`src/hw/rtl/assert_macros.svh`:
```
`ifndef ASSERT_MACROS_SVH
`define ASSERT_MACROS_SVH

// Check a condition at every clock edge outside reset.
`define CHECK_ALWAYS(lbl, clk, rst, expr) \
  lbl: assert property (@(posedge clk) disable iff (rst) (expr)) \
    else $error("check failed");

// Check that a condition holds in the cycle after a trigger.
`define CHECK_NEXT(lbl, clk, rst, ante, cons) \
  lbl: assert property (@(posedge clk) disable iff (rst) (ante) |=> (cons)) \
    else $error("check failed");

`endif

```
`src/hw/rtl/kccf_pkg.sv`:
```
package kccf_pkg;

  localparam int PROB_BITS  = 16;
  localparam int COUNT_BITS = 8;

  localparam int CFG_W  = 8;
  localparam int IDX_W  = 3;
  localparam int CNT_W  = 8;
  localparam int THR_W  = 7;
  localparam int PCT_W  = 7;
  localparam int CLS_W  = 3;
  localparam int CODE_W = 4;

  localparam int MEAN_W = PROB_BITS + 1;
  localparam int MUL_W  = PROB_BITS + 7;
  // dividend of the mean step: 2*|d| + n
  localparam int MDIV_W = ((PROB_BITS + 2 > COUNT_BITS) ? PROB_BITS + 2 : COUNT_BITS) + 1;
  // dividend of the percent step: mean*100 + max
  localparam int PDIV_W = PROB_BITS + 8;
  localparam int DVD_W  = (MDIV_W > PDIV_W) ? MDIV_W : PDIV_W;
  localparam int DVS_W  = (COUNT_BITS > PROB_BITS) ? COUNT_BITS + 1 : PROB_BITS + 1;
  localparam int STEP_W = $clog2(DVD_W + 1);

  localparam logic [PROB_BITS-1:0]  PROB_MAX  = {PROB_BITS{1'b1}};
  localparam logic [COUNT_BITS-1:0] COUNT_MAX = {COUNT_BITS{1'b1}};
  localparam logic [PCT_W-1:0]      PCT_CAP   = 7'd100;

  localparam logic [CLS_W-1:0] CLS_OFF     = 3'd0;
  localparam logic [CLS_W-1:0] CLS_ON      = 3'd1;
  localparam logic [CLS_W-1:0] CLS_OTHER   = 3'd2;
  localparam logic [CLS_W-1:0] CLS_SILENCE = 3'd3;
  localparam logic [CLS_W-1:0] CLS_SWITCH  = 3'd4;

  localparam logic [IDX_W-1:0] REG_COUNT_OFF     = 3'd0;
  localparam logic [IDX_W-1:0] REG_COUNT_ON      = 3'd1;
  localparam logic [IDX_W-1:0] REG_COUNT_OTHER   = 3'd2;
  localparam logic [IDX_W-1:0] REG_COUNT_SILENCE = 3'd3;
  localparam logic [IDX_W-1:0] REG_COUNT_SWITCH  = 3'd4;
  localparam logic [IDX_W-1:0] REG_THRESH_OFF    = 3'd5;
  localparam logic [IDX_W-1:0] REG_THRESH_ON     = 3'd6;
  localparam logic [IDX_W-1:0] REG_THRESH_SWITCH = 3'd7;

endpackage

```
`src/hw/rtl/keyword_class_confirmation_filter_unit.sv`:
```
// Confirms keyword commands from a stream of classifier frames, one frame at a time.
// in_ready is high only while the block is idle. A frame that misses or is a blocked
// repeat goes from ST_EVAL straight to ST_DONE; a passing frame runs the running-mean
// division in ST_DIV and the update in ST_MEAN, and a confirming frame runs ST_DIV
// again for the percent conversion, because the running-mean update and the percent
// conversion share one restoring divider that retires one quotient bit per cycle.
// The result sits in an output register, so the next frame is accepted while it
// waits. Configuration writes take effect at once and must only be issued while idle.
`include "assert_macros.svh"

module keyword_class_confirmation_filter_unit (
  input  logic                               clk,
  input  logic                               rst,
  input  logic                               cfg_we,
  input  logic [kccf_pkg::IDX_W-1:0]         cfg_index,
  input  logic [kccf_pkg::CFG_W-1:0]         cfg_data,
  input  logic                               in_valid,
  output logic                               in_ready,
  input  logic [kccf_pkg::CODE_W-1:0]        class_code,
  input  logic [kccf_pkg::PROB_BITS-1:0]     prob_q16,
  output logic                               out_valid,
  input  logic                               out_ready,
  output logic                               detected,
  output logic [kccf_pkg::CLS_W-1:0]         command_class,
  output logic [kccf_pkg::PCT_W-1:0]         confidence_pct
);

  typedef enum logic [4:0] {
    ST_IDLE = 5'b00001,
    ST_EVAL = 5'b00010,
    ST_DIV  = 5'b00100,
    ST_MEAN = 5'b01000,
    ST_DONE = 5'b10000
  } state_t;

  state_t state;

  logic [kccf_pkg::CNT_W-1:0] count_off, count_on, count_other, count_silence, count_switch;
  logic [kccf_pkg::THR_W-1:0] thresh_off, thresh_on, thresh_switch;

  logic                              wait_change;
  logic [kccf_pkg::CLS_W-1:0]        blocked_code;
  logic                              streak_active;
  logic [kccf_pkg::CLS_W-1:0]        streak_code;
  logic [kccf_pkg::COUNT_BITS-1:0]   streak_count;
  logic [kccf_pkg::MEAN_W-1:0]       streak_mean;
  logic [kccf_pkg::CLS_W-1:0]        miss_code;
  logic [kccf_pkg::COUNT_BITS-1:0]   miss_count;

  logic [kccf_pkg::CLS_W-1:0]        cls;
  logic [kccf_pkg::PROB_BITS-1:0]    prob;
  logic                              d_neg;
  logic                              op_pct;

  logic [kccf_pkg::DVD_W-1:0]        dvd;
  logic [kccf_pkg::DVD_W-1:0]        quo;
  logic [kccf_pkg::DVS_W-1:0]        rem;
  logic [kccf_pkg::DVS_W-1:0]        divisor;
  logic [kccf_pkg::STEP_W-1:0]       step_cnt;

  logic                              res_det;
  logic [kccf_pkg::CLS_W-1:0]        res_cls;
  logic [kccf_pkg::PCT_W-1:0]        res_pct;

  // frame evaluation
  logic [kccf_pkg::CNT_W-1:0]        needed;
  logic [kccf_pkg::THR_W-1:0]        thresh;
  logic                              is_cmd, passes, blocked;
  logic [kccf_pkg::MUL_W-1:0]        p_x100, t_xm;
  logic [kccf_pkg::COUNT_BITS-1:0]   miss_base, miss_run;
  logic                              miss_full;
  logic                              fresh;
  logic [kccf_pkg::COUNT_BITS-1:0]   cnt_base, cnt_new;
  logic [kccf_pkg::MEAN_W-1:0]       mean_base, two_p, mag;
  logic                              neg;
  logic [kccf_pkg::MDIV_W-1:0]       mdvd;

  // divider step and finish
  logic [kccf_pkg::DVS_W:0]          rem_sh, rem_nx;
  logic                              take;
  logic [kccf_pkg::MEAN_W-1:0]       q_mean, mean_upd;
  logic                              hit;
  logic [kccf_pkg::PDIV_W-1:0]       pdvd;
  logic [kccf_pkg::PCT_W-1:0]        pct_final;
  logic                              detect_ok;

  assign in_ready = (state == ST_IDLE);

  always_comb begin
    case (cls)
      kccf_pkg::CLS_OFF:     needed = count_off;
      kccf_pkg::CLS_ON:      needed = count_on;
      kccf_pkg::CLS_OTHER:   needed = count_other;
      kccf_pkg::CLS_SILENCE: needed = count_silence;
      default:               needed = count_switch;
    endcase
    case (cls)
      kccf_pkg::CLS_OFF: thresh = thresh_off;
      kccf_pkg::CLS_ON:  thresh = thresh_on;
      default:           thresh = thresh_switch;
    endcase
  end

  assign is_cmd  = (cls != kccf_pkg::CLS_OTHER) && (cls != kccf_pkg::CLS_SILENCE);
  assign p_x100  = kccf_pkg::MUL_W'(prob) * kccf_pkg::MUL_W'(100);
  assign t_xm    = (kccf_pkg::MUL_W'(thresh) << kccf_pkg::PROB_BITS) - kccf_pkg::MUL_W'(thresh);
  assign passes  = is_cmd && ((thresh == '0) || (p_x100 >= t_xm));
  assign blocked = wait_change && (cls == blocked_code);

  // restart the miss run when the class changes
  assign miss_base = ((miss_count == '0) || (miss_code != cls)) ? '0 : miss_count;
  assign miss_run  = (miss_base == kccf_pkg::COUNT_MAX) ? miss_base : miss_base + 1'b1;
  assign miss_full = 32'(miss_run) >= 32'(needed);

  assign fresh     = !streak_active || (cls != streak_code);
  assign cnt_base  = fresh ? '0 : streak_count;
  assign cnt_new   = (cnt_base == kccf_pkg::COUNT_MAX) ? cnt_base : cnt_base + 1'b1;
  assign mean_base = fresh ? '0 : streak_mean;
  assign two_p     = {prob, 1'b0};
  assign neg       = two_p < mean_base;
  assign mag       = neg ? mean_base - two_p : two_p - mean_base;
  // round to nearest: (2*|d| + n) / (2*n)
  assign mdvd      = (kccf_pkg::MDIV_W'(mag) << 1) + kccf_pkg::MDIV_W'(cnt_new);

  assign rem_sh = {rem, dvd[kccf_pkg::DVD_W-1]};
  assign take   = rem_sh >= {1'b0, divisor};
  assign rem_nx = take ? rem_sh - {1'b0, divisor} : rem_sh;

  assign q_mean    = quo[kccf_pkg::MEAN_W-1:0];
  assign mean_upd  = d_neg ? streak_mean - q_mean : streak_mean + q_mean;
  assign hit       = 32'(streak_count) >= 32'(needed);
  assign pdvd      = kccf_pkg::PDIV_W'(mean_upd) * kccf_pkg::PDIV_W'(100)
                   + kccf_pkg::PDIV_W'(kccf_pkg::PROB_MAX);
  assign pct_final = (quo > kccf_pkg::DVD_W'(kccf_pkg::PCT_CAP)) ? kccf_pkg::PCT_CAP
                                                              : quo[kccf_pkg::PCT_W-1:0];

  assign detect_ok = (confidence_pct <= kccf_pkg::PCT_CAP)
                   && ((command_class == kccf_pkg::CLS_OFF)
                       || (command_class == kccf_pkg::CLS_ON)
                       || (command_class == kccf_pkg::CLS_SWITCH));

  always_ff @(posedge clk) begin
    if (rst) begin
      state         <= ST_IDLE;
      count_off     <= 8'd2;
      count_on      <= 8'd2;
      count_other   <= 8'd4;
      count_silence <= 8'd4;
      count_switch  <= 8'd2;
      thresh_off    <= '0;
      thresh_on     <= '0;
      thresh_switch <= '0;
      wait_change   <= 1'b0;
      blocked_code  <= kccf_pkg::CLS_OFF;
      streak_active <= 1'b0;
      streak_code   <= kccf_pkg::CLS_OFF;
      streak_count  <= '0;
      streak_mean   <= '0;
      miss_code     <= kccf_pkg::CLS_OFF;
      miss_count    <= '0;
      out_valid     <= 1'b0;
    end else begin
      if (cfg_we) begin
        case (cfg_index)
          kccf_pkg::REG_COUNT_OFF:     count_off     <= cfg_data;
          kccf_pkg::REG_COUNT_ON:      count_on      <= cfg_data;
          kccf_pkg::REG_COUNT_OTHER:   count_other   <= cfg_data;
          kccf_pkg::REG_COUNT_SILENCE: count_silence <= cfg_data;
          kccf_pkg::REG_COUNT_SWITCH:  count_switch  <= cfg_data;
          kccf_pkg::REG_THRESH_OFF:    thresh_off    <= cfg_data[kccf_pkg::THR_W-1:0];
          kccf_pkg::REG_THRESH_ON:     thresh_on     <= cfg_data[kccf_pkg::THR_W-1:0];
          kccf_pkg::REG_THRESH_SWITCH: thresh_switch <= cfg_data[kccf_pkg::THR_W-1:0];
          default: ;
        endcase
      end

      // ST_DONE loads the output register itself
      if (out_valid && out_ready && (state != ST_DONE)) out_valid <= 1'b0;

      case (state)
        ST_IDLE: begin
          if (in_valid) begin
            cls   <= (class_code > kccf_pkg::CODE_W'(kccf_pkg::CLS_SWITCH))
                   ? kccf_pkg::CLS_OTHER : class_code[kccf_pkg::CLS_W-1:0];
            prob  <= prob_q16;
            state <= ST_EVAL;
          end
        end

        ST_EVAL: begin
          res_det <= 1'b0;
          res_cls <= kccf_pkg::CLS_OFF;
          res_pct <= '0;
          if (blocked) begin
            state <= ST_DONE;
          end else begin
            wait_change <= 1'b0;
            if (!passes) begin
              if (is_cmd || miss_full) begin
                streak_active <= 1'b0;
                streak_count  <= '0;
                streak_mean   <= '0;
              end
              if (miss_full) begin
                miss_count <= '0;
                miss_code  <= kccf_pkg::CLS_OFF;
              end else begin
                miss_count <= miss_run;
                miss_code  <= cls;
              end
              state <= ST_DONE;
            end else begin
              miss_count <= '0;
              if (fresh) begin
                streak_active <= 1'b1;
                streak_code   <= cls;
                miss_code     <= kccf_pkg::CLS_OFF;
              end
              streak_count <= cnt_new;
              streak_mean  <= mean_base;
              d_neg        <= neg;
              dvd          <= kccf_pkg::DVD_W'(mdvd) << (kccf_pkg::DVD_W - kccf_pkg::MDIV_W);
              rem          <= '0;
              quo          <= '0;
              divisor      <= kccf_pkg::DVS_W'({cnt_new, 1'b0});
              step_cnt     <= kccf_pkg::STEP_W'(kccf_pkg::MDIV_W);
              op_pct       <= 1'b0;
              state        <= ST_DIV;
            end
          end
        end

        ST_DIV: begin
          if (step_cnt != '0) begin
            rem      <= rem_nx[kccf_pkg::DVS_W-1:0];
            quo      <= {quo[kccf_pkg::DVD_W-2:0], take};
            dvd      <= dvd << 1;
            step_cnt <= step_cnt - 1'b1;
          end else if (op_pct) begin
            res_det <= 1'b1;
            res_cls <= cls;
            res_pct <= pct_final;
            state   <= ST_DONE;
          end else begin
            state <= ST_MEAN;
          end
        end

        ST_MEAN: begin
          if (!hit) begin
            streak_mean <= mean_upd;
            state       <= ST_DONE;
          end else begin
            // confirmed: clear the streak, block repeats, convert the mean to percent
            streak_active <= 1'b0;
            streak_count  <= '0;
            streak_mean   <= '0;
            miss_count    <= '0;
            miss_code     <= kccf_pkg::CLS_OFF;
            wait_change   <= 1'b1;
            blocked_code  <= cls;
            dvd           <= kccf_pkg::DVD_W'(pdvd) << (kccf_pkg::DVD_W - kccf_pkg::PDIV_W);
            rem           <= '0;
            quo           <= '0;
            divisor       <= kccf_pkg::DVS_W'({kccf_pkg::PROB_MAX, 1'b0});
            step_cnt      <= kccf_pkg::STEP_W'(kccf_pkg::PDIV_W);
            op_pct        <= 1'b1;
            state         <= ST_DIV;
          end
        end

        ST_DONE: begin
          // hold until the output register is free
          if (!out_valid || out_ready) begin
            out_valid      <= 1'b1;
            detected       <= res_det;
            command_class  <= res_cls;
            confidence_pct <= res_pct;
            state          <= ST_IDLE;
          end
        end

        default: state <= ST_IDLE;
      endcase
    end
  end

  `CHECK_NEXT(a_busy_after_accept, clk, rst, in_valid && in_ready, !in_ready)
  `CHECK_ALWAYS(a_div_nonzero, clk, rst, state != ST_DIV || divisor != '0)
  `CHECK_ALWAYS(a_streak_count, clk, rst, !streak_active || streak_count != '0)
  `CHECK_ALWAYS(a_wait_clean, clk, rst, !wait_change || (!streak_active && miss_count == '0))
  `CHECK_ALWAYS(a_detect_sane, clk, rst, !(out_valid && detected) || detect_ok)

endmodule

```
`config.mk`:
```
export PLATFORM = sky130hd
export DESIGN_NAME = keyword_class_confirmation_filter_unit
export DESIGN_NICKNAME = d
export VERILOG_FILES = /design/src/hw/rtl/kccf_pkg.sv /design/src/hw/rtl/keyword_class_confirmation_filter_unit.sv
export VERILOG_INCLUDE_DIRS = /design/src /design/src/hw/rtl
export SDC_FILE = /design/constraint.sdc
export NUM_CORES = 1
export LEC_CHECK = 0
export BUFFER_PORTS_ARGS = -buffer_cell sky130_fd_sc_hd__buf_2
export CAP_MARGIN = 20
export CORE_UTILIZATION = 58
export CTS_CLUSTER_DIAMETER = 80
export CTS_CLUSTER_SIZE = 20
export DETAILED_ROUTE_END_ITERATION = 16
export HOLD_SLACK_MARGIN = 0.05
export MAX_ROUTING_LAYER = met4
export PLACE_DENSITY_LB_ADDON = 0.3
export RECOVER_POWER = 25
export SKIP_LAST_GASP = 1
export SYNTH_ARGS = -nofsm -noshare
export SYNTH_HDL_FRONTEND = slang
export SYNTH_SLANG_ARGS = --single-unit
```
`constraint.sdc`:
```
create_clock -name clk -period 19.5 [get_ports clk]
set_clock_uncertainty 0.2 [all_clocks]
set_input_delay 2.925 -clock clk [delete_from_list [all_inputs] [get_ports clk]]
set_output_delay 2.925 -clock clk [all_outputs]
set_load 0.005 [all_outputs]
```
==> key figures, run 1 <==
Placement
  • Number of port buffers: 48
  • DP Wirelength: roughly 30 mm
  • Final GP Congestion: approximately 0.9
  • Total instance count after detailed placement: around 2400

Global route
  • Pin count of the biggest net entering global routing: 85
  • Final global-route overflow total: 0
  • Global routing usage summed across all routing layers: 25.4%
  • Vias in the first global route: 14100
  • First-pass GRT wire length: roughly 67 mm
  • Number of antenna violations at the first check in global routing: 0

Hold path
  • Class of the worst hold path: reg2reg
  • Launch point of the worst hold path: res_det
  • Hold EP: detected
  • Worst hold stages: 0

STA
  • Max-slew violation count: 147
  • Unrepaired setup endpoints after global routing: false
  • Count of endpoints failing setup in the final report: 0
  • Slew of the pin with the lowest slew margin: 3860 ps
  • Total Negative Setup Slacks: 0 ps
  • Tcrit/Tclk final: 41.7%
  • Maximum frequency from static timing analysis: between 100 and 150 MHz
  • Count of endpoints failing hold in the final timing report: 0
  • Remaining max-slew budget at the tightest pin: -157%
  • Min cycle time layout: a little over 8000 ps

Cells and area
  • Multi-input gate area: 11400 sq um
  • Count of inserted antenna diode cells: 0
  • Most frequent standard cell in the layout excluding fill and tap cells: sky130_fd_sc_hd__ha_1
  • Share of layout cells above drive strength 1: around 6.5%
  • Signed area change from the synthesized netlist to the final layout: 5.73%
  • Most frequent cells in the layout: 225 x sky130_fd_sc_hd__ha_1, 213 x sky130_fd_sc_hd__nand2_1, 194 x sky130_fd_sc_hd__inv_1
  • Core occupancy in the finished layout: 62.8%
  • Count of filler cells inserted in the layout: between 2000 and 3000
  • NumNets Final: 2334
  • Layout Cells excl Fill: approximately 2400
  • Reg area: 5890 sq um

Power and ir drop
  • Leakage power summed over all cells: between 8 and 9 nW
  • Power density over cell area: a little under 60 nW/um^2
  • Peak supply drop: between 50 and 60 uV
  • Post-layout total power: 1.14 mW

Run status
  • Status: finished with violations
  • Violated checks: design-rule violations, max-capacitance violations, max-slew violations

Critical path
  • Critical path type: reg2reg
  • Reg2Reg Launch Point: cls[2]
  • Register-to-Register Path Depth: 24
  • R2R Setup Slk: about 11000 ps
  • Critical Path RT: 19550 ps
  • Reg2reg end: dvd[18]
  • Critical path endpoint category: flip-flop
  • Highest fanout seen on the critical path: 23
  • WP data arrival: approximately 8200 ps
  • Launching element type of the critical path: flip-flop

Logic synthesis
  • Post-synthesis async set-or-reset flop share: 0%
  • Synthesized netlist cell count: just over 2000
  • Sequential area share after synthesis: between 30% and 40%
  • Total standard cell area after synthesis: 18300 sq um
  • Synth Flop Type: sky130_fd_sc_hd__edfxtp_1
  • Yosys Warn Count: 0
  • Count of cell types in the netlist: 92
  • FF+latch count, synth: 233
  • Number of enable-type register cells in the synthesized netlist: 122
  • Net count after synthesis: around 2300
  • Mean instance size in the synthesized netlist: 9.01 sq um

Job
  • Max_cap viols: 3

Die
  • Die height: 180 um
  • Initial Util: 59.4%
  • Rows: 64
  • IO Pins: about 50
  • X dimension of the die: 180 um
  • Area of the die: between 30000 and 40000 sq um
  • Core ar.: 30800 sq um

Clock tree
  • Clock transition at the registers of the reported paths: about 80 ps
  • Number of gates resized after CTS: 0
  • Max H-tree Level: 1
  • Post-cts hold buffer count: 0
  • Largest buffer count on any clock path: 3
  • Clock tree from TritonCTS: done
  • Clock latency on the worst-skew pair: 510 ps
  • Cts bufs inserted: 17
  • Clk sinks: 233
  • Number of buffers added for setup after CTS: 0
  • Clock Tree Root: sky130_fd_sc_hd__clkbuf_16

Detailed routing
  • Pre-Repair DR Iteration Count: 11
  • Via count: 14400
  • DRC violations left: 3
  • Antenna violation net count after detailed routing: 0
  • First-iteration detailed-routing DRC count: 990
  • Mean number of vias per cell: around 5.9
  • Routed Wire Length: 39.8 mm
  • WL per Instance: roughly 16 um
## metrics by stage
stage,hold slack [ps],worst slack [ps],cell area [sq um]
2_1_floorplan,200,2490,18300
5_1_grt,230,10830,19400
6_report,226,11380,19400
4_1_cts,226,11710,19400
3_5_place_dp,205,11720,18900
3_3_place_gp,202,11980,18900
## routing by layer
layer / global-route usage (%) / vias up / routed length (um)
met1: 32.8 / 6834 / 18100
met5: - / - / 0
li1: - / 7197 / -
met2: 42.2 / 314 / 18800
met3: 2.33 / 60 / 1770
met4: 7.90 / 0 / 1110
## how the worst max path moves through the flow
stage / end / start / cells after the start
6_report: dvd[18] / cls[2] / 24
5_1_grt: dvd[22] / cls[2] / 25
4_1_cts: quo[15] / prob[2] / 29
3_5_place_dp: quo[15] / prob[2] / 29
3_3_place_gp: quo[15] / prob[3] / 29
2_1_floorplan: dvd[0] / prob[3] / 29
## synth_stat cells, types with 49 or more instances
| master | n | area share, % |
|---|---|---|
| sky130_fd_sc_hd__dfxtp_1 | 111 | 12 |
| sky130_fd_sc_hd__o21ai_0 | 67 | 1.8 |
| sky130_fd_sc_hd__a21oi_1 | 130 | 3.6 |
| sky130_fd_sc_hd__nand2_1 | 213 | 4.4 |
| sky130_fd_sc_hd__edfxtp_1 | 122 | 20 |
| sky130_fd_sc_hd__a21o_1 | 49 | 2.0 |
| sky130_fd_sc_hd__xnor2_1 | 81 | 3.9 |
| sky130_fd_sc_hd__nor2_1 | 158 | 3.2 |
| sky130_fd_sc_hd__clkbuf_1 | 53 | 1.1 |
| sky130_fd_sc_hd__ha_1 | 225 | 15 |
| sky130_fd_sc_hd__inv_1 | 194 | 4.0 |
## critical path, cell delays in order (launching register included)
cell and delay [ps]:
sky130_fd_sc_hd__edfxtp_1 320, sky130_fd_sc_hd__clkbuf_1 1080, sky130_fd_sc_hd__xor2_1 290, sky130_fd_sc_hd__nor2_1 220, sky130_fd_sc_hd__and3_1 790, sky130_fd_sc_hd__nand2_1 190, sky130_fd_sc_hd__inv_1 100, sky130_fd_sc_hd__ha_1 350
sky130_fd_sc_hd__and2_4 210, sky130_fd_sc_hd__a221oi_2 370, sky130_fd_sc_hd__a32oi_1 430, sky130_fd_sc_hd__a31oi_4 750, sky130_fd_sc_hd__mux2i_1 340, sky130_fd_sc_hd__inv_1 90, sky130_fd_sc_hd__fa_1 420, sky130_fd_sc_hd__nor2b_1 120
sky130_fd_sc_hd__o21ai_0 80, sky130_fd_sc_hd__nand2b_1 110, sky130_fd_sc_hd__a21oi_1 80, sky130_fd_sc_hd__o21bai_1 220, sky130_fd_sc_hd__a21o_1 150, sky130_fd_sc_hd__nand3_1 170, sky130_fd_sc_hd__nor4_4 280, sky130_fd_sc_hd__xnor2_1 120
sky130_fd_sc_hd__a221o_1 320
## flip-flops by register name (all words and copies together) (netlist names), 9 cells and up
| register | cells |
|---|---|
| dvd | 24 |
| quo | 24 |
| rem | 17 |
| streak_mean | 17 |
| prob | 16 |
| divisor | 9 |
## final cells by class
type,instances,area share (%)
clock buffer,21,2.28
clock inverter,6,0.349
inverter,194,3.76
multi-input combinational,1535,58.9
sequential,233,30.4
tap,396,2.56
timing repair buffer,64,1.73
## cell families (layout without fill, tap and decap cells)
| group | count (synthesis) | in the layout | share of synthesized area (%) |
|---|---|---|---|
| adder cells (fa/ha/maj) | 253 | 253 | 18.4 |
| AO/OA/AOI/OAI | 428 | 428 | 15.8 |
| flip-flops | 233 | 233 | 32.2 |
| multiplexers | 62 | 62 | 4.05 |
| buffers and inverters | 264 | 285 | 5.63 |
| AND/OR/NAND/NOR | 662 | 662 | 17.6 |
| XOR/XNOR | 130 | 130 | 6.36 |
## where the power goes
group / internal [mW] / switching, mW / total, mW / leakage (nW)
clock: 0.168 / 0.184 / 0.352 / 0.251
sequential: 0.521 / 0.00520 / 0.526 / 2.02
combinational: 0.113 / 0.150 / 0.263 / 6.22
No activity file was read; power rests on OpenSTA's default activity.
==> run 2, diff against run 1 <==
==> constraint.sdc (replaced) <==
create_clock -name clk -period 6.81 [get_ports clk]
set_clock_uncertainty 0.2 [all_clocks]
set_input_delay 1.0215 -clock clk [delete_from_list [all_inputs] [get_ports clk]]
set_output_delay 1.0215 -clock clk [all_outputs]
set_load 0.005 [all_outputs]
==> run 2 against run 1 <==
First-iteration DRC count increased by 2.2%. Count of clock-buffer cells in the layout increased by 3. Sequential cell count unchanged. Die area unchanged. Largest power group unchanged. The run ends with max-capacitance violations, max-slew violations left. Total power increased to 3.0 times the previous value. Sequential power increased to 2.9 times the previous value. Design area increased by 5.7%. Utilization increased by 3.6 points. Register-to-register slack got worse by 11000 ps. Critical path depth increased by 4. Combinational power increased to 3.2 times the previous value.
==> key figures, run 2 (synthesized netlist as in run 1, its figures left out) <==
Run status
  • Status: finished with violations
  • Violated checks: max-capacitance violations, max-slew violations

Die
  • Area of the die: 32300 sq um
  • Die height: around 180 um
  • Initial Util: 59.4%
  • Rows: 64
  • IO Pins: 49
  • X dimension of the die: between 150 and 200 um
  • Core ar.: around 30000 sq um

Cells and area
  • Signed area change from the synthesized netlist to the final layout: 11.7%
  • NumNets Final: between 2000 and 2500
  • Count of inserted antenna diode cells: 0
  • Share of layout cells above drive strength 1: 12.9%
  • Layout Cells excl Fill: approximately 2500
  • Most frequent standard cell in the layout excluding fill and tap cells: sky130_fd_sc_hd__ha_1
  • Registers with the most flip-flops: dvd: 24 flops, quo: 24 flops
  • Most frequent cells in the layout: 217 x sky130_fd_sc_hd__ha_1, 212 x sky130_fd_sc_hd__nand2_1, 190 x sky130_fd_sc_hd__inv_1

Detailed routing
  • Pre-Repair DR Iteration Count: 7
  • First-iteration detailed-routing DRC count: 1012
  • Routed Wire Length: about 43 mm
  • WL per Instance: approximately 17 um
  • Antenna violation net count after detailed routing: 0
  • DRC violations left: 0
  • Via count: between 10000 and 15000
  • Mean number of vias per cell: just under 6

STA
  • Final worst-path setup slack: 35.3 ps
  • Unrepaired setup endpoints after global routing: true
  • Min cycle time layout: between 6000 and 7000 ps
  • Total Negative Setup Slacks: 0 ps
  • Slew of the pin with the lowest slew margin: slightly above 3000 ps
  • Worst hold slack across all endpoints: 225 ps
  • Remaining max-slew budget at the tightest pin: -104%
  • Tcrit/Tclk final: between 90% and 100%
  • Count of endpoints failing hold in the final timing report: 0
  • Max-slew violation count: between 70 and 80
  • Count of endpoints failing setup in the final report: 0
  • Maximum frequency from static timing analysis: about 150 MHz

Clock tree
  • Clk sinks: between 200 and 250
  • Clock transition at the registers of the reported paths: about 80 ps
  • Clock latency on the worst-skew pair: ~520 ps
  • Clock tree from TritonCTS: done
  • Cts bufs inserted: 18
  • Clock Tree Root: sky130_fd_sc_hd__clkbuf_16
  • Largest buffer count on any clock path: 3
  • Max H-tree Level: 1
  • Post-cts hold buffer count: 0

Global route
  • Vias in the first global route: between 10000 and 15000
  • Pin count of the biggest net entering global routing: ~70
  • Number of antenna violations at the first check in global routing: 2
  • Global routing usage summed across all routing layers: approximately a quarter
  • Final global-route overflow total: 0
  • First-pass GRT wire length: approximately 67 mm

Critical path
  • Launching element type of the critical path: flip-flop
  • Critical path's largest stage delay: about 490 ps
  • Gate family responsible for the most delay along the worst path: simple AND/OR/NAND/NOR gates
  • Register-to-Register Path Depth: 28
  • Critical path type: reg2reg
  • Reg2Reg Launch Point: quo[2]
  • WP depth: 28
  • Critical path endpoint category: flip-flop
  • R2R Setup Slk: between 30 and 40 ps
  • Highest fanout seen on the critical path: 4
  • Reg2reg end: dvd[21]
  • Critical Path RT: 6850 ps
  • Critical path's slowest cell: sky130_fd_sc_hd__fa_1
  • Sum of buffers and inverters on the critical path: 3
  • WP data arrival: just under 7000 ps

Job
  • Max_cap viols: 1

Hold path
  • Hold EP: confidence_pct[5]
  • Launch point of the worst hold path: res_pct[5]
  • Worst hold stages: 0
  • Class of the worst hold path: reg2reg

Placement
  • Post-placement setup slack: -295 ps
  • Total instance count after detailed placement: roughly 2500
  • Number of port buffers: between 40 and 50
  • DP Wirelength: roughly 31 mm
  • Final GP Congestion: just over 0.9

Power and ir drop
  • Leakage power summed over all cells: 8.98 nW
  • Power density over cell area: about 170 nW/um^2
  • Peak supply drop: between 200 and 300 uV
## run 2: timing repair
| item | in CTS | in global routing |
|---|---|---|
| pin swaps | 9 | 48 |
| resized for setup | 17 | 76 |
| buffers inserted | 3 | 20 |
| endpoints found under the setup margin | 7 | 120 |
| gates cloned | 0 | 5 |
## run 2: through the flow
stage	power [mW]	util [%]	area, sq um
after floorplan	2.13	-	18400
after CTS	3.42	64.3	19800
after global placement	2.28	62.1	19100
final	3.46	66.3	20400
after global routing	3.63	66.3	20400
after detailed placement	2.31	62.1	19100
## run 2: worst max path at each step
stage	start	end	slack, ps
detailed placement	quo[1]	dvd[22]	-290
global route	quo[2]	dvd[21]	-180
floorplan	prob[2]	dvd[0]	-1140
global placement	quo[1]	dvd[22]	80
CTS	quo[1]	dvd[21]	3
finish	quo[2]	dvd[21]	40
## run 2: layout make-up
| cell class | count | area, sq um |
|---|---|---|
| clock buffer | 24 | 514 |
| clock inverter | 7 | 82.6 |
| fill | 2402 | 10400 |
| inverter | 194 | 728 |
| multi-input combinational | 1536 | 11900 |
| sequential | 233 | 5890 |
| tap | 396 | 495 |
| timing repair buffer | 122 | 885 |
## run 2: per-layer routing
| layer | GRT usage, % | vias up | wire (um) |
|---|---|---|---|
| met5 | - | - | 0 |
| met4 | 5.72 | 0 | 917 |
| met3 | 2.15 | 60 | 2280 |
| met2 | 43.9 | 389 | 21200 |
| met1 | 33.0 | 7073 | 18800 |
| li1 | - | 7325 | - |
## run 2: power by group
group          internal [mW]  switching [mW]
Sequential              1.49          0.0155
Clock                  0.554           0.553
Combinational          0.375           0.467
==> run 3, diff against run 2 <==
--- a/config.mk
+++ b/config.mk
@@ -6,6 +6,7 @@
 export SDC_FILE = /design/constraint.sdc
 export NUM_CORES = 1
 export LEC_CHECK = 0
+export ABC_AREA = 1
 export BUFFER_PORTS_ARGS = -buffer_cell sky130_fd_sc_hd__buf_2
 export CAP_MARGIN = 20
 export CORE_UTILIZATION = 58
==> run 3 against run 2 <==
The run still ends with max-capacitance violations, max-slew violations left. Area after synthesis rose by 7.3%. Sequential share of layout area shrank 0.90 points. Combinational power grew to 7.7 times the previous value. Sequential power grew 9.9%. Sequential cell count is the same. Fmax increased by 7.0%. Setup slack better by 450 ps. Design area grew 3.2%. Via count grew 19%. Synthesized cell count grew 31%. Critical endpoint unchanged.
==> key figures, run 3 <==
Run status
  • Status: finished with violations
  • Violated checks: max-capacitance violations, max-slew violations

Power and ir drop
  • Sw frac: 52.3%
  • Post-layout total power: 9.30 mW
  • Switching component of the power: roughly 4.9 mW
  • Peak supply drop: between 400 and 500 uV
  • Internal power summed over all cells: between 4 and 5 mW
  • Clk pwr share: between 10% and 20%
  • Sequential group share of total power: between 15 and 20%
  • Leakage power summed over all cells: 10.1 nW
  • Logic pwr share: 69.4%
  • Power density over cell area: around 440 nW/um^2

Cells and area
  • Most frequent cells in the layout: 489 x sky130_fd_sc_hd__nand2_1, 454 x sky130_fd_sc_hd__inv_1, 296 x sky130_fd_sc_hd__nor2_1
  • Signed area change from the synthesized netlist to the final layout: 7.44%
  • Registers with the most flip-flops: dvd: 24 flops, quo: 24 flops
  • Most frequent standard cell in the layout excluding fill and tap cells: sky130_fd_sc_hd__nand2_1
  • Share of layout cells above drive strength 1: 6.99%
  • Count of inserted antenna diode cells: 0
  • Layout Cells excl Fill: approximately 3200
  • NumNets Final: 2995
  • Core occupancy in the finished layout: 63.1%
  • Count of filler cells inserted in the layout: between 3000 and 4000

Job
  • Max_cap viols: 3

STA
  • Count of endpoints failing setup in the final report: 0
  • Final worst-path setup slack: roughly 480 ps
  • Max-slew violation count: around 160
  • Unrepaired setup endpoints after global routing: true
  • Tcrit/Tclk final: 92.9%
  • Count of endpoints failing hold in the final timing report: 0
  • Remaining max-slew budget at the tightest pin: -71.2%
  • Maximum frequency from static timing analysis: between 150 and 200 MHz
  • Worst hold slack across all endpoints: 224 ps
  • Min cycle time layout: about 6300 ps
  • Slew of the pin with the lowest slew margin: around 2600 ps

Critical path
  • Critical path type: reg2reg
  • WP data arrival: between 6000 and 7000 ps
  • Critical path endpoint category: flip-flop
  • Launching element type of the critical path: flip-flop
  • Critical Path RT: ~6800 ps
  • Highest fanout seen on the critical path: 35

Clock tree
  • Largest buffer count on any clock path: 3
  • Clock tree from TritonCTS: done
  • Clock Tree Root: sky130_fd_sc_hd__clkbuf_16
  • Clock latency on the worst-skew pair: 550 ps
  • Max H-tree Level: 1
  • Post-cts hold buffer count: 0
  • Clk sinks: around 230
  • Cts bufs inserted: 20
  • Clock transition at the registers of the reported paths: 90 ps

Logic synthesis
  • Cells taking the most area after synthesis: sky130_fd_sc_hd__edfxtp_1 19%, sky130_fd_sc_hd__ha_1 14%, sky130_fd_sc_hd__dfxtp_1 11%
  • Total standard cell area after synthesis: between 15000 and 20000 sq um
  • Count of cell types in the netlist: between 60 and 70
  • Top cells by count, synth: 491 x sky130_fd_sc_hd__nand2_1, 452 x sky130_fd_sc_hd__inv_1, 297 x sky130_fd_sc_hd__nor2_1
  • Yosys Warn Count: 0
  • Area leader, netlist: sky130_fd_sc_hd__edfxtp_1
  • Post-synth top area share: 18.6%
  • Net count after synthesis: slightly below 3000
  • Mean instance size in the synthesized netlist: roughly 7.4 sq um
  • Most frequently used cell type in the post-synthesis netlist: sky130_fd_sc_hd__nand2_1
  • Synth Flop Type: sky130_fd_sc_hd__edfxtp_1
  • Number of enable-type register cells in the synthesized netlist: ~120
  • Synthesized netlist cell count: between 2000 and 3000
  • Post-synthesis async set-or-reset flop share: 0%
  • FF+latch count, synth: 233
  • Sequential area share after synthesis: between 20 and 30%

Detailed routing
  • First-iteration detailed-routing DRC count: between 1000 and 1500
  • DRC violations left: 0
  • Pre-Repair DR Iteration Count: 7
  • WL per Instance: between 15 and 20 um
  • Antenna violation net count after detailed routing: 0
  • Mean number of vias per cell: roughly 5.6
  • Via count: around 18000
  • Routed Wire Length: 51.1 mm

Global route
  • Global routing usage summed across all routing layers: 30.2%
  • Global-route track usage on met3: around 4%
  • Vias in the first global route: between 15000 and 20000
  • GR Layer Usage met2: ~50%
  • Pin count of the biggest net entering global routing: slightly above 70
  • First-pass GRT wire length: 80.6 mm
  • Final global-route overflow total: 0
  • Peak-usage layer in the global routing report: met2
  • Routing usage on met1: 37.7%
  • Number of antenna violations at the first check in global routing: 0

Placement
  • Number of port buffers: 48
  • Final GP Congestion: about 0.94
  • Total instance count after detailed placement: ~3100
  • DP Wirelength: 40.1 mm
  • Post-placement setup slack: approximately 170 ps

Die
  • IO Pins: 49
  • Core ar.: about 33000 sq um
  • X dimension of the die: approximately 190 um
  • Area of the die: about 35000 sq um
  • Initial Util: between 50 and 60%
  • Rows: 67
  • Die height: 186 um

Hold path
  • Class of the worst hold path: reg2reg
-- run 3: changes by cell type after synthesis, moves of 40 or more --
cell,change
sky130_fd_sc_hd__mux2i_1,-42
sky130_fd_sc_hd__a21o_1,-46
sky130_fd_sc_hd__and2_1,-40
sky130_fd_sc_hd__a21oi_1,+75
sky130_fd_sc_hd__inv_1,+258
sky130_fd_sc_hd__nor2_1,+139
sky130_fd_sc_hd__o21ai_0,+89
sky130_fd_sc_hd__nand2_1,+278
sky130_fd_sc_hd__nand3_1,+89
sky130_fd_sc_hd__xnor2_1,-52
-- run 3: timing repair --
action | 4_1_cts | 5_1_grt
resized for setup | 0 | 23
setup buffers | 0 | 0
endpoints found under the setup margin | 0 | 79
-- run 3: kinds of logic (layout without fill, tap and decap cells) --
family | Yosys count | count (layout) | share of synthesized area, %
XOR/XNOR | 107 | 107 | 4.77
adder cells (fa/ha/maj) | 253 | 253 | 17.2
flip-flops | 233 | 233 | 30.0
AO/OA/AOI/OAI | 469 | 469 | 13.5
buffers and inverters | 530 | 584 | 10.4
AND/OR/NAND/NOR | 1074 | 1074 | 24.1
-- run 3: power by group through the flow --
stage | registers, mW | clock network (mW) | logic, mW
floorplan | 1.66 | 0 | 4.82
global placement | 1.69 | 0 | 6.10
detailed placement | 1.69 | 0 | 6.23
CTS | 1.66 | 1.20 | 6.28
global route | 1.67 | 1.26 | 7.33
finish | 1.66 | 1.19 | 6.45
-- run 3: area by class of cell --
class | count | area, sq um | share of cell area [%]
clock buffer | 26 | 523 | 2.48
clock inverter | 10 | 120 | 0.569
inverter | 476 | 1790 | 8.50
multi-input combinational | 1903 | 11800 | 55.9
sequential | 233 | 5890 | 27.9
tap | 448 | 561 | 2.66
timing repair buffer | 72 | 415 | 1.97
-- run 3: final timing paths --
check,startpoint,to,slack (ps),cells after the start
hold reg to reg,res_pct[1],confidence_pct[1],220,0
setup / recovery,prob[2],dvd[21],480,27
hold / removal,res_pct[1],confidence_pct[1],220,0
setup reg to reg,prob[2],dvd[21],480,27
-- run 3: metal layers --
metal | part of all wire, % | vias up | routed length (um)
met2 | 47 | 503 | 24000
met5 | 0 | - | 0
li1 | - | 8795 | -
met4 | 3.1 | 0 | 1580
met3 | 6.2 | 95 | 3150
met1 | 44 | 8212 | 22300
-- run 3: worst max-delay path, cell delays in order, from the launching register on --
cell and delay [ps]:
sky130_fd_sc_hd__edfxtp_1 530, sky130_fd_sc_hd__ha_1 330, sky130_fd_sc_hd__ha_1 280, sky130_fd_sc_hd__inv_1 50, sky130_fd_sc_hd__fa_1 500, sky130_fd_sc_hd__inv_1 40, sky130_fd_sc_hd__ha_1 340, sky130_fd_sc_hd__nand3_1 90
sky130_fd_sc_hd__nand2_1 120, sky130_fd_sc_hd__nand4_1 100, sky130_fd_sc_hd__o211ai_1 160, sky130_fd_sc_hd__nand3_1 140, sky130_fd_sc_hd__a31oi_1 260, sky130_fd_sc_hd__a21boi_0 200, sky130_fd_sc_hd__o21ai_0 230, sky130_fd_sc_hd__xor2_1 110
sky130_fd_sc_hd__ha_1 280, sky130_fd_sc_hd__nand2_1 80, sky130_fd_sc_hd__nor3_1 260, sky130_fd_sc_hd__nand2_1 100, sky130_fd_sc_hd__nor4_1 180, sky130_fd_sc_hd__nand2_1 100, sky130_fd_sc_hd__nand4_2 190, sky130_fd_sc_hd__nand2_4 190
sky130_fd_sc_hd__nand2_1 140, sky130_fd_sc_hd__nand2_1 120, sky130_fd_sc_hd__nor3_4 280, sky130_fd_sc_hd__clkbuf_16 310
-- run 3: through the flow --
step                      cell area (sq um)  TNS (ps)
after global placement                20400         0
after floorplan                       19700         0
after detailed placement              20400         0
after global routing                  21100      -132
final                                 21100         0
after CTS                             21000         0
